--- config.mk ---
export PLATFORM = sky130hd
export DESIGN_NAME = smtp_reply_code_checker_core
export DESIGN_NICKNAME = d
export VERILOG_FILES = /design/src/hdl/smtp_chk_pkg.sv /design/src/hdl/smtp_reply_code_checker_core.sv
export SDC_FILE = /design/constraint.sdc
export NUM_CORES = 1
export LEC_CHECK = 0
export BUFFER_PORTS_ARGS = -buffer_cell sky130_fd_sc_hd__buf_2
export CAP_MARGIN = 20
export CORE_ASPECT_RATIO = 1.4
export CORE_MARGIN = 2
export CORE_UTILIZATION = 44
export CTS_CLUSTER_SIZE = 28
export DETAILED_ROUTE_END_ITERATION = 10
export GPL_TIMING_DRIVEN = 0
export HOLD_SLACK_MARGIN = 0.02
export PLACE_DENSITY = 0.61
export SKIP_CTS_REPAIR_TIMING = 1
export SLEW_MARGIN = 20
export SYNTH_ARGS = -nofsm -noshare
export SYNTH_HDL_FRONTEND = slang
export SYNTH_SLANG_ARGS = --single-unit
--- constraint.sdc ---
create_clock -name aclk -period 5.3 [get_ports aclk]
set_input_delay 0.265 -clock aclk [delete_from_list [all_inputs] [get_ports aclk]]
set_output_delay 0.265 -clock aclk [all_outputs]
set_load 0.1 [all_outputs]
--- src/hdl/smtp_chk_pkg.sv ---
// Shared types and constants for the SMTP reply code checker.
// Holds the verdict codes, parse phase encoding, character codes and widths.
// No dependencies.
package smtp_chk_pkg;

    // Payload and register widths
    localparam int BYTE_W     = 8;
    localparam int VERDICT_W  = 3;
    localparam int CODE_W     = 15;
    localparam int MAG_W      = 14;
    localparam int EXP_W      = 10;
    localparam int CFG_IDX_W  = 2;
    localparam int CFG_DATA_W = 10;
    localparam int COL_W      = 8;

    // Bytes at or past this column are ignored, apart from the newline
    localparam logic [COL_W-1:0] LINE_LIMIT = COL_W'(131);
    localparam logic [COL_W-1:0] COL_MAX    = '1;
    localparam logic [COL_W-1:0] CONT_COL   = COL_W'(3);

    // Magnitude saturation and the reciprocal used for divide by 100
    localparam logic [MAG_W-1:0] MAG_MAX     = MAG_W'(9999);
    localparam int               MAG_SUM_W   = MAG_W + 3;
    localparam int               RECIP_W     = 13;
    localparam logic [RECIP_W-1:0] RECIP_100 = RECIP_W'(5243);
    localparam int               RECIP_SHIFT = 19;
    localparam int               QM_W        = 7;
    localparam int               QE_W        = 4;
    localparam logic [QM_W-1:0]  TEMP_CLASS  = QM_W'(4);

    // Character codes
    localparam logic [BYTE_W-1:0] CH_NL    = 8'd10;
    localparam logic [BYTE_W-1:0] CH_PLUS  = 8'd43;
    localparam logic [BYTE_W-1:0] CH_MINUS = 8'd45;
    localparam logic [BYTE_W-1:0] CH_ZERO  = 8'd48;

    // Configuration register indexes
    localparam logic [CFG_IDX_W-1:0] REG_EXPECTED = CFG_IDX_W'(0);
    localparam logic [CFG_IDX_W-1:0] REG_ABORT    = CFG_IDX_W'(1);

    // Register reset values
    localparam logic [EXP_W-1:0] EXPECTED_RST = EXP_W'(250);

    typedef enum logic [VERDICT_W-1:0] {
        V_ACCEPTED       = 3'd0,
        V_NONNUM_TOL     = 3'd1,
        V_NONNUM_ABORT   = 3'd2,
        V_MISMATCH_TOL   = 3'd3,
        V_TEMPFAIL_ABORT = 3'd4,
        V_CFG_ABORT      = 3'd5
    } verdict_t;

    typedef enum logic [4:0] {
        PH_BLANKS = 5'b00001,
        PH_SIGN   = 5'b00010,
        PH_DIGITS = 5'b00100,
        PH_ENDED  = 5'b01000,
        PH_FAILED = 5'b10000
    } phase_t;

endpackage

--- src/hdl/smtp_reply_code_checker_core.sv ---
// SMTP reply code checker: per-byte line parser with one verdict per final line.
// A byte goes through the input register, then the result register, on its way to the verdict.
// Throughput: one byte per cycle; stalls only while the result register is held.
// Reset (aresetn low, synchronous): line state cleared, expected_code = 250,
// abort_enable = 1, no request pending in either register.
// Depends on smtp_chk_pkg.
module smtp_reply_code_checker_core (
    input  logic                                  aclk,
    input  logic                                  aresetn,
    input  logic                                  s_valid,
    output logic                                  s_ready,
    input  logic [smtp_chk_pkg::BYTE_W-1:0]       s_reply_byte,
    output logic                                  m_valid,
    input  logic                                  m_ready,
    output logic [smtp_chk_pkg::VERDICT_W-1:0]    m_verdict,
    output logic signed [smtp_chk_pkg::CODE_W-1:0] m_reply_code,
    output logic                                  m_send_quit,
    input  logic                                  cfg_we,
    input  logic [smtp_chk_pkg::CFG_IDX_W-1:0]    cfg_index,
    input  logic [smtp_chk_pkg::CFG_DATA_W-1:0]   cfg_wdata
);
    import smtp_chk_pkg::*;

    // Configuration registers
    logic [EXP_W-1:0] expected_reg;
    logic             abort_reg;

    // Input register
    logic              in_valid_reg;
    logic [BYTE_W-1:0] in_byte_reg;

    // Line state
    logic [COL_W-1:0] column_reg, column_next;
    phase_t           phase_reg, phase_next;
    logic             neg_reg, neg_next;
    logic [MAG_W-1:0] mag_reg, mag_next;
    logic             cont_reg, cont_next;

    // Result register
    logic                     out_valid_reg, out_valid_next;
    verdict_t                 verdict_reg, verdict_next;
    logic signed [CODE_W-1:0] code_reg, code_next;
    logic                     quit_reg, quit_next;

    logic out_free;
    logic proceed;
    logic is_nl;
    logic is_blank;
    logic is_digit;
    logic [MAG_W-1:0]     digit_val;
    logic [MAG_SUM_W-1:0] mag_sum;
    logic [MAG_W+RECIP_W-1:0] qm_prod;
    logic [EXP_W+RECIP_W-1:0] qe_prod;
    logic [QM_W-1:0]      qm;
    logic [QE_W-1:0]      qe;
    logic                 numeric;
    logic                 exact_match;
    logic                 class_match;
    logic                 temp_class;

    assign out_free = !out_valid_reg || m_ready;
    assign proceed  = in_valid_reg && out_free;
    assign s_ready  = !in_valid_reg || out_free;

    assign m_valid      = out_valid_reg;
    assign m_verdict    = verdict_reg;
    assign m_reply_code = code_reg;
    assign m_send_quit  = quit_reg;

    // Configuration writes
    always_ff @(posedge aclk) begin
        if (!aresetn) begin
            expected_reg <= EXPECTED_RST;
            abort_reg    <= 1'b1;
        end else if (cfg_we) begin
            case (cfg_index)
                REG_EXPECTED: expected_reg <= cfg_wdata[EXP_W-1:0];
                REG_ABORT:    abort_reg    <= cfg_wdata[0];
                default: ;
            endcase
        end
    end

    // Input register
    always_ff @(posedge aclk) begin
        if (!aresetn) begin
            in_valid_reg <= 1'b0;
        end else if (s_ready) begin
            in_valid_reg <= s_valid;
        end
    end

    always_ff @(posedge aclk) begin
        if (s_valid && s_ready) begin
            in_byte_reg <= s_reply_byte;
        end
    end

    // Character classes
    always_comb begin
        is_nl     = (in_byte_reg == CH_NL);
        is_blank  = (in_byte_reg inside {8'd32, [8'd9:8'd13]});
        is_digit  = (in_byte_reg inside {[8'd48:8'd57]});
        digit_val = MAG_W'(in_byte_reg - CH_ZERO);
        mag_sum   = (MAG_SUM_W'(mag_reg) << 3) + (MAG_SUM_W'(mag_reg) << 1)
                  + MAG_SUM_W'(digit_val);
    end

    // Verdict arithmetic: hundreds class by reciprocal multiply
    always_comb begin
        qm_prod     = (MAG_W+RECIP_W)'(mag_reg) * (MAG_W+RECIP_W)'(RECIP_100);
        qe_prod     = (EXP_W+RECIP_W)'(expected_reg) * (EXP_W+RECIP_W)'(RECIP_100);
        qm          = qm_prod[RECIP_SHIFT +: QM_W];
        qe          = qe_prod[RECIP_SHIFT +: QE_W];
        numeric     = (phase_reg == PH_DIGITS) || (phase_reg == PH_ENDED);
        // negative codes match only through zero
        exact_match = neg_reg ? ((mag_reg == '0) && (expected_reg == '0))
                              : (mag_reg == MAG_W'(expected_reg));
        class_match = (qm == QM_W'(qe)) && (!neg_reg || (qm == '0));
        temp_class  = !neg_reg && (qm == TEMP_CLASS);
    end

    // Line state update and result build
    always_comb begin
        column_next    = column_reg;
        phase_next     = phase_reg;
        neg_next       = neg_reg;
        mag_next       = mag_reg;
        cont_next      = cont_reg;
        out_valid_next = out_free ? 1'b0 : out_valid_reg;
        verdict_next   = verdict_reg;
        code_next      = code_reg;
        quit_next      = quit_reg;

        if (proceed) begin
            if (!is_nl) begin
                if (column_reg < LINE_LIMIT) begin
                    if (column_reg == CONT_COL && in_byte_reg == CH_MINUS) begin
                        cont_next = 1'b1;
                    end
                    case (phase_reg)
                        PH_BLANKS: begin
                            if (is_blank) begin
                                phase_next = PH_BLANKS;
                            end else if (in_byte_reg == CH_PLUS ||
                                         in_byte_reg == CH_MINUS) begin
                                neg_next   = (in_byte_reg == CH_MINUS);
                                phase_next = PH_SIGN;
                            end else if (is_digit) begin
                                mag_next   = digit_val;
                                phase_next = PH_DIGITS;
                            end else begin
                                phase_next = PH_FAILED;
                            end
                        end
                        PH_SIGN: begin
                            if (is_digit) begin
                                mag_next   = digit_val;
                                phase_next = PH_DIGITS;
                            end else begin
                                phase_next = PH_FAILED;
                            end
                        end
                        PH_DIGITS: begin
                            if (is_digit) begin
                                mag_next = (mag_sum > MAG_SUM_W'(MAG_MAX)) ? MAG_MAX
                                                                            : mag_sum[MAG_W-1:0];
                            end else begin
                                phase_next = PH_ENDED;
                            end
                        end
                        default: ;
                    endcase
                end
                if (column_reg != COL_MAX) begin
                    column_next = column_reg + 1'b1;
                end
            end else begin
                // newline: one verdict for a final line, and the line state clears
                if (!cont_reg) begin
                    out_valid_next = 1'b1;
                    quit_next      = 1'b0;
                    code_next      = '0;
                    if (numeric) begin
                        code_next = neg_reg ? -CODE_W'(signed'({1'b0, mag_reg}))
                                            : CODE_W'(signed'({1'b0, mag_reg}));
                        if (exact_match || class_match) begin
                            verdict_next = V_ACCEPTED;
                        end else begin
                            quit_next = 1'b1;
                            if (!abort_reg) begin
                                verdict_next = V_MISMATCH_TOL;
                            end else if (temp_class) begin
                                verdict_next = V_TEMPFAIL_ABORT;
                            end else begin
                                verdict_next = V_CFG_ABORT;
                            end
                        end
                    end else begin
                        verdict_next = abort_reg ? V_NONNUM_ABORT : V_NONNUM_TOL;
                    end
                end
                column_next = '0;
                phase_next  = PH_BLANKS;
                neg_next    = 1'b0;
                mag_next    = '0;
                cont_next   = 1'b0;
            end
        end
    end

    // Line state and result control registers
    always_ff @(posedge aclk) begin
        if (!aresetn) begin
            column_reg    <= '0;
            phase_reg     <= PH_BLANKS;
            neg_reg       <= 1'b0;
            mag_reg       <= '0;
            cont_reg      <= 1'b0;
            out_valid_reg <= 1'b0;
        end else begin
            column_reg    <= column_next;
            phase_reg     <= phase_next;
            neg_reg       <= neg_next;
            mag_reg       <= mag_next;
            cont_reg      <= cont_next;
            out_valid_reg <= out_valid_next;
        end
    end

    // Result payload
    always_ff @(posedge aclk) begin
        verdict_reg <= verdict_next;
        code_reg    <= code_next;
        quit_reg    <= quit_next;
    end

    // Checks
    a_quit_matches_verdict: assert property (@(posedge aclk) disable iff (!aresetn)
        m_valid |-> (m_send_quit == (m_verdict == V_MISMATCH_TOL ||
                                     m_verdict == V_TEMPFAIL_ABORT ||
                                     m_verdict == V_CFG_ABORT)))
        else $error("send_quit disagrees with verdict");

    a_nonnumeric_zero: assert property (@(posedge aclk) disable iff (!aresetn)
        (m_valid && (m_verdict == V_NONNUM_TOL || m_verdict == V_NONNUM_ABORT))
        |-> (m_reply_code == '0))
        else $error("non-numeric verdict with nonzero code");

    a_newline_clears: assert property (@(posedge aclk) disable iff (!aresetn)
        (proceed && is_nl) |=> (column_reg == '0 && phase_reg == PH_BLANKS && !cont_reg))
        else $error("line state not cleared after newline");

    a_result_only_on_newline: assert property (@(posedge aclk) disable iff (!aresetn)
        (!out_valid_reg && !(proceed && is_nl)) |=> !out_valid_reg)
        else $error("result produced without a final newline");

endmodule

; After elaboration in Yosys (flattened, before gate mapping)
; Cells that the tools add are included.
[word_totals]
out_inout_bits = 21
elab_cells = 121
in_bits = 25
ff_bits = 69
[op_classes]
multipliers = 2
eq_ne = 19
n_reduce_logical = 37
mux = 37
n_bitwise = 1
n_addsub = 5
magnitude_cmp = 6
[ops]
columns = op, n
row1 = $mux 14, 8
row2 = $pmux 14 s3, 1
row3 = $mux 5, 6
row4 = $mul 14x13->26 const B, 1
row5 = $eq 8x6->1 const B, 3
row6 = $mul 10x13->23 const B, 1
row7 = $add 17x14->17, 1
row8 = $add 17x15->17, 1
row9 = $gt 17x14->1 const B, 1
row10 = $mux 8, 2
row11 = $mux 1, 15
row12 = $neg 14->15, 1
row13 = $pmux 5 s3, 1
row14 = $eq 14x10->1, 1
row15 = $logic_not 14->1, 1
row16 = $ne 3x3->1 const B, 4
row17 = $reduce_bool 2->1, 6
row18 = $logic_not 10->1, 1
row19 = $mux 3, 3
row20 = $sub 8x6->9 const B, 1
row21 = $add 8x1->8 const B, 1
row22 = $eq 8x2->1 const B, 1
row23 = $eq 8x4->1 const B, 1
row24 = $ge 8x4->1 const B, 1
row25 = 26 further kinds, 44

; Logic depth before layout (Yosys ltp)
; Gate-level depths: netlist (run 1).
[depth]
word_depth = 8
depth_mapped = 19
depth_no_buf = 19

; Worst setup path before layout (run 1)
; No wires, ideal clock.
[synth_timing]
path_type = register -> register
startpoint = register mag_reg[11]
endpoint = register verdict_reg[1] (netlist: m_verdict[1]), data pin
setup_slack_ps = -367
path_buffers = 0
path_stages_with_launch = 20
required_time_ps = 5040
t_arrival_ps = 5407
path_cell_list = dfxtp_1 > fa_1 > ha_1 > inv_1 > fa_1 > inv_1 > fa_1 > inv_1 > fa_1 > inv_1 > ha_1 > nand4_2 > or3_1 > a311o_1 > nand3_2 > xor2_2 > a31o_2 > o32a_1 > o31a_1 > mux2_2
[synth_via]
elab_chain_cells = 7
[synth_lines]
columns = item, line_no
row1 = "start, declared", smtp_reply_code_checker_core.sv:36  ; logic [MAG_W-1:0] mag_reg, mag_next;
row2 = "start signal, assigned", smtp_reply_code_checker_core.sv:225  ; mag_reg <= mag_next;
row3 = $mul 14x13->26, smtp_reply_code_checker_core.sv:111  ; qm_prod = (MAG_W+RECIP_W)'(mag_reg) * (MAG_W+RECIP_W)'(RECIP_100);
row4 = $logic_not 7->1, smtp_reply_code_checker_core.sv:119  ; class_match = (qm == QM_W'(qe)) && (!neg_reg || (qm == '0));
row5 = $logic_or 1x1->1, smtp_reply_code_checker_core.sv:119
row6 = $logic_and 1x1->1, smtp_reply_code_checker_core.sv:119
row7 = $logic_or 1x1->1 (*), smtp_reply_code_checker_core.sv:187  ; if (exact_match || class_match) begin
row8 = $mux 3 (*), smtp_reply_code_checker_core.sv:187
row9 = $mux 3 (*), smtp_reply_code_checker_core.sv:184  ; if (numeric) begin
row10 = "end signal, assigned", smtp_reply_code_checker_core.sv:233  ; verdict_reg <= verdict_next;
row11 = "end, declared", smtp_reply_code_checker_core.sv:41  ; verdict_t verdict_reg, verdict_next;
; Mark *: on every way between the ends. The rest lies on a longest branch, timed or not.
; A chain may end at the register's enable or synchronous reset.

; Worst setup path in the final report (run 1)
[layout_timing]
startpoint = register mag_reg[9]
endpoint = register verdict_reg[1] (netlist: m_verdict[1]), data pin
; The elaborated chain is that of the path after synthesis.

==> out/metrics.cfg, run 1 <==
[outcome]
status=finished, violations left
failed_checks=negative setup slack

[drt]
drt_first_pass_iters=6
drt-total-wl_um=26100
drt-wirelength-per-cell_um=17.2
vias=8135
antenna_left=0
viasPerCell=5.37
drtIter0Drc=434
drc=0

[floorplan]
row_count=66
coreArea_mm2=0.0230
die_w_um=133
start_util_pct=44.4
io_pins=46
die_y_um=184
die_area_mm2=0.0245

[yosys]
synth-seq-area-share_pct=16.2
synthFlopType=dfxtp_1
synthCells=1089
async_flop_share_pct=0
yosys_warnings=0
syn_area_per_cell_um2=9.38
syn_area_mm2=0.0102
synth_edf_count=27
synth.ff_latch_count=69
yosysUniqueCellTypes=71
syn_nets=1422

[cts]
cts_buffers=9
cts-root-buf=clkbuf_16
htreeDepth=3
clkSinkCount=69
cts_max_path_buffers=2
cts_tree=yes
insertion_delay_ns=0.35
cts.clk_slew.worst_paths_ns=0.07

[critical_path]
critPathMaxFanout=7
worstPathRequired_ns=5.41
cpMostUsedCell=fa_1
worstSetupEndpointType=flop
critPathLaunchType=flop
critPathBufInv=2
cp_top_family=adder cells
crit_chain=fa_1, ha_4, fa_1, fa_1, inv_1, fa_1, inv_1, ha_4, nand3_4, or3_4, a311o_1, nand3_2, xor2_4, a31o_2, o32a_1, o31a_1, mux2_4
critPathSlowestCell=fa_1
critical_path_class=reg2reg
slowest_delay_ns=0.59
worstPathArrival_ns=5.69

[sta]
finalHoldViolCount=0
worst_pin_slew_ns=0.857
slew_headroom_pct=42.3
grt_setup_unrepaired=yes
holdWs_ns=0.0928
finalSetupTns_ns=-0.701
timing.fmax_mhz=179
final_max_slew_viol_count=0
final.setup_skew_ns=0.0161
min_period_over_period_pct=105
setup_violations=4
setup_ws_ns=-0.289
final.min_clock_period_ns=5.59

[global_routing]
grtUsageTotal_pct=21.0
antenna_found_initial=0
grt_overflow_total=0
grt_max_degree=13
grt_pass1_vias=7976
grt_pass1_wl_um=40400

[placement]
place_congestion=0.841
dp_hpwl_um=21200
portBuffers=44
post-place-ws_ns=-0.727

[layout]
mostFrequentLayoutCell=ha_1
largest_reg_flops=15
antennaDiodeCount=0
nFillCells=2117
final_cell_mix=190 x ha_1, 177 x inv_1, 106 x fa_1
drive_gt1_share_pct=16.9
syn2layout_area_growth_pct=16.4
utilization_pct=51.6
layout.nets=1538

[worst_hold_path]
worstHoldPathType=in2reg

[run]
maxCapViolCount=0

[power]
peakVddDrop_mv=0.233
p_leak_nw=5.84
p_per_area_mw_per_mm2=181

==> report_power, final <==
| group | switching, mW | total [mW] | internal [mW] |
|---|---|---|---|
| Sequential | 0.0214 | 0.576 | 0.555 |
| Combinational | 0.568 | 1.02 | 0.456 |
| Clock | 0.242 | 0.558 | 0.316 |
| Total | 0.832 | 2.16 | 1.33 |
==> cell type report <==
type                    instances  area [µm²]  area share, %
multi-input cells             811        8020           67.4
flip-flops and latches         69        1740           14.6
inverters                     188         718           6.04
repair buffers                105         687           5.77
well taps                     306         383           3.22
clock buffers                  10         229           1.92
plain buffers                  21        82.6          0.694
clock inverters                 6        40.0          0.336
==> synth_stat cells, types with 5 or more instances <==
| master | n | area share [%] |
|---|---|---|
| xnor2_1 | 27 | 2.3 |
| a21oi_1 | 56 | 2.7 |
| nor3_1 | 21 | 1.0 |
| mux2i_1 | 7 | 0.69 |
| nand3_1 | 23 | 1.1 |
| inv_1 | 188 | 6.9 |
| or3_1 | 6 | 0.37 |
| ha_1 | 200 | 24 |
| fa_1 | 108 | 21 |
| xor2_1 | 21 | 1.8 |
| nor2b_1 | 8 | 0.49 |
| nand4_1 | 10 | 0.61 |
| o31ai_1 | 8 | 0.59 |
| and3_1 | 6 | 0.37 |
| a311oi_1 | 7 | 0.60 |
| o21ai_0 | 30 | 1.5 |
| nor2_1 | 53 | 1.9 |
| dfxtp_1 | 42 | 8.2 |
| o21a_1 | 8 | 0.59 |
| nand2b_1 | 9 | 0.55 |
| a211oi_1 | 5 | 0.37 |
| edfxtp_1 | 27 | 7.9 |
| o21ai_1 | 5 | 0.24 |
| o211ai_1 | 12 | 0.88 |
| nand2_1 | 73 | 2.7 |
| clkbuf_1 | 18 | 0.66 |
| a21o_1 | 13 | 0.96 |
| nor4_1 | 12 | 0.73 |
==> path summary, 6_finish.rpt <==
check | cells past startpoint | slack, ns | startpoint | end
worst max-delay path | 17 | -0.29 | mag_reg[9] | m_verdict[1]
worst min register to register | 2 | 0.48 | column_reg[1] | column_reg[1]
worst max register to register | 17 | -0.29 | mag_reg[9] | m_verdict[1]
worst min-delay path | 1 | 0.09 | s_reply_byte[6] | in_byte_reg[6]
==> worst register-to-register path, delay by kind of cell, from the launching register on <==
family | cells | cell delay (ns)
flip-flops | 1 | 0.38
AND/OR/NAND/NOR | 3 | 0.63
buffers and inverters | 2 | 0.12
multiplexers | 1 | 0.28
XOR/XNOR | 1 | 0.10
adder cells (fa/ha/maj) | 6 | 2.72
AO/OA/AOI/OAI | 4 | 1.14
==> per-layer routing <==
| metal | part of all wire (%) | vias up | GRT usage [%] | wire length, µm |
|---|---|---|---|---|
| li1 | - | 3980 | - | - |
| met1 | 41 | 3975 | 25.0 | 10700 |
| met2 | 53 | 138 | 38.4 | 13700 |
| met3 | 2.3 | 42 | 1.84 | 593 |
| met4 | 4.0 | 0 | 9.20 | 1030 |
| met5 | 0 | - | 0 | 0 |
==> metrics by stage <==
stage / instance area (µm²) / total power, mW / cells
final: 11900 / 2.16 / 1516
after global routing: 11900 / 2.34 / 1516
after CTS: 11200 / 2.10 / 1457
after detailed placement: 11000 / 1.53 / 1441
after global placement: 10900 / 1.51 / 1439
after floorplan: 10300 / 1.29 / 1089
==> logic make-up (layout without fill, tap and decap cells) <==
family,Yosys count,in the layout,synth area share [%]
buf+inv,209,330,7.71
compound gates,191,191,12.5
xor+xnor,51,51,4.73
flops,69,69,16.2
mux,9,9,0.906
fa+ha+maj,308,308,45.6
simple gates,252,252,12.3
(Power assumes the default switching activity.)
==> run 2, diff against run 1 <==
--- a/config.mk
+++ b/config.mk
@@ -13,10 +13,9 @@
 export CTS_CLUSTER_SIZE = 28
 export DETAILED_ROUTE_END_ITERATION = 10
 export GPL_TIMING_DRIVEN = 0
-export HOLD_SLACK_MARGIN = 0.02
-export PLACE_DENSITY = 0.61
+export PLACE_DENSITY = 0.73
 export SKIP_CTS_REPAIR_TIMING = 1
-export SLEW_MARGIN = 20
+export SLEW_MARGIN = 5
 export SYNTH_ARGS = -nofsm -noshare
 export SYNTH_HDL_FRONTEND = slang
 export SYNTH_SLANG_ARGS = --single-unit
==> run 2 against run 1 <==
  * The flow still finishes with violations (negative setup slack)
  * Setup slack worse by 0.010 ns
  * Cell area up 0.62%
  * First-iteration DRC count is 2.5% higher
  * Sequential cell count is the same
  * Clock power grew 6.8%
  * Clock skew shrank 0.0069 ns
  * Global-route usage is 0.67 points lower
==> out/metrics.cfg, run 2 (synthesized netlist as in run 1, its figures left out) <==
[global_routing]
antenna_found_initial=0  ; unchanged
grt_max_degree=14  ; was 13
grt_overflow_total=0  ; unchanged
grt_pass1_wl_um=39900  ; was 40400 µm
grtUsageTotal_pct=20.3  ; was 21.0%
grt_pass1_vias=8197  ; was 7976

[critical_path]
cpMostUsedCell=fa_1  ; unchanged
critPathMaxFanout=7  ; unchanged
worstPathArrival_ns=5.69  ; about the same
critical_path_class=reg2reg  ; unchanged
slowest_delay_ns=0.54  ; was 0.59 ns
worstSetupEndpointType=flop  ; unchanged
crit_chain=buf_12, ha_4, fa_1, fa_1, fa_1, inv_1, fa_1, inv_1, ha_4, nand3_2, or3_4, a311oi_1, nor4_1, nor3_2, buf_4, nand2_1, o32a_1, o31a_1, mux2_4  ; was fa_1, ha_4, fa_1, fa_1, inv_1, fa_1, inv_1, ha_4, nand3_4, or3_4, a311o_1, nand3_2, xor2_4, a31o_2, o32a_1, o31a_1, mux2_4
critPathSlowestCell=fa_1  ; unchanged
critPathLaunchType=flop  ; unchanged
worstPathRequired_ns=5.39  ; was 5.41 ns

[cts]
cts_max_path_buffers=2  ; unchanged
cts_tree=yes  ; unchanged
cts_buffers=9  ; unchanged
insertion_delay_ns=0.34  ; was 0.35 ns
htreeDepth=3  ; unchanged
cts-root-buf=clkbuf_16  ; unchanged
clkSinkCount=69  ; unchanged
cts.clk_slew.worst_paths_ns=0.06  ; was 0.07 ns

[layout]
antennaDiodeCount=0  ; unchanged
layout.nets=1540  ; was 1538
final_cell_mix=189 x ha_1, 177 x inv_1, 106 x fa_1  ; was 190 x ha_1, 177 x inv_1, 106 x fa_1
seqCellArea_mm2=0.00174  ; about the same
largest_reg_flops=15  ; unchanged
multi_input_area_mm2=0.00803  ; was 0.00802 mm²
nFillCells=2000  ; was 2117
utilization_pct=52.0  ; was 51.6%
syn2layout_area_growth_pct=17.2  ; was 16.4%
design_area_mm2=0.0120  ; was 0.0119 mm²
drive_gt1_share_pct=16.9  ; about the same
mostFrequentLayoutCell=ha_1  ; unchanged

[sta]
min_period_over_period_pct=106  ; was 105%
setup_violations=4  ; unchanged
worst_pin_slew_ns=0.808  ; was 0.857 ns
timing.fmax_mhz=179  ; about the same
grt_setup_unrepaired=yes  ; unchanged
final.min_clock_period_ns=5.60  ; was 5.59 ns
setup_ws_ns=-0.299  ; was -0.289 ns
final_max_slew_viol_count=0  ; unchanged
slew_headroom_pct=45.8  ; was 42.3%
final.setup_skew_ns=0.00925  ; was 0.0161 ns
finalHoldViolCount=0  ; unchanged

[drt]
drc=0  ; unchanged
antenna_left=0  ; unchanged
vias=8291  ; was 8135
drt-wirelength-per-cell_um=17.0  ; was 17.2 µm
drt_first_pass_iters=5  ; was 6
viasPerCell=5.46  ; was 5.37
drtIter0Drc=445  ; was 434
drt-total-wl_um=25800  ; was 26100 µm

[placement]
portBuffers=44  ; unchanged
dpl_cell_area_mm2=0.0110  ; about the same
place_congestion=0.895  ; was 0.841
dp_hpwl_um=20100  ; was 21200 µm

[floorplan]
row_count=66  ; unchanged
io_pins=46  ; unchanged
start_util_pct=44.4  ; unchanged
die_y_um=184  ; unchanged
die_w_um=133  ; unchanged
die_area_mm2=0.0245  ; unchanged
coreArea_mm2=0.0230  ; unchanged

[power]
p_switching_mw=0.861  ; was 0.832 mW
clock_power_share_pct=26.5  ; was 25.8%
total_power_mw=2.25  ; was 2.16 mW
cellInternalPower_mw=1.39  ; was 1.33 mW
seqPwrFrac_pct=25.5  ; was 26.7%
p_sw_share_pct=38.2  ; was 38.5%
peakVddDrop_mv=0.224  ; was 0.233 mV
p_per_area_mw_per_mm2=188  ; was 181 mW/mm²
combPwrFrac_pct=48.0  ; was 47.5%
p_leak_nw=5.90  ; was 5.84 nW

[worst_hold_path]
worstHoldPathType=in2reg  ; unchanged

[outcome]
failed_checks=negative setup slack  ; unchanged
status=finished, violations left  ; unchanged

[run]
maxCapViolCount=0  ; unchanged

-- run 2: worst paths after layout --
| check | from | to | slack (ns) | depth (start not counted) |
|---|---|---|---|---|
| min reg2reg | expected_reg[2] | expected_reg[2] | 0.49 | 2 |
| max reg2reg | mag_reg[9] | m_verdict[1] | -0.30 | 19 |
| min | s_reply_byte[0] | in_byte_reg[0] | 0.1 | 1 |
| max | mag_reg[9] | m_verdict[1] | -0.30 | 19 |
-- run 2: worst max-delay path: cells and delay by family (launching register included) --
| family | cells | cell delay [ns] |
|---|---|---|
| buffers and inverters | 4 | 0.40 |
| AO/OA/AOI/OAI | 3 | 0.90 |
| multiplexers | 1 | 0.28 |
| adder cells (fa/ha/maj) | 6 | 2.59 |
| AND/OR/NAND/NOR | 5 | 0.77 |
| flip-flops | 1 | 0.40 |
-- run 2: final cells by class --
type / instances / area share, %
multi-input cells: 811 / 67.1
flip-flops and latches: 69 / 14.5
repair buffers: 107 / 6.07
inverters: 188 / 5.97
well taps: 306 / 3.20
clock buffers: 12 / 2.24
plain buffers: 21 / 0.690
clock inverters: 4 / 0.240
-- run 2: power by group through the flow --
stage | clock network, mW | logic, mW | registers, mW
2_1_floorplan | 0 | 0.706 | 0.587
3_3_place_gp | 0 | 0.897 | 0.594
3_5_place_dp | 0 | 0.931 | 0.594
4_1_cts | 0.602 | 0.945 | 0.582
5_1_grt | 0.628 | 1.21 | 0.575
6_report | 0.596 | 1.08 | 0.574
-- run 2: layer usage --
metal	global-route usage [%]	vias up	share of wire (%)
met5	0	-	0
met4	8.43	0	4.6
met3	1.87	72	3.8
met2	38.8	239	53
met1	22.9	4011	38
li1	-	3969	-
-- run 2: through the flow --
step           setup WS, ns  cells  hold WS, ns  TNS (ns)
5_1_grt              -0.534   1518       0.0857     -1.70
3_5_place_dp         -0.754   1441        0.443     -2.56
2_1_floorplan       -0.0505   1089        0.364   -0.0505
3_3_place_gp         -0.685   1439        0.442     -2.29
6_report             -0.299   1518       0.0973    -0.769
4_1_cts              -0.759   1457       0.0959     -2.59
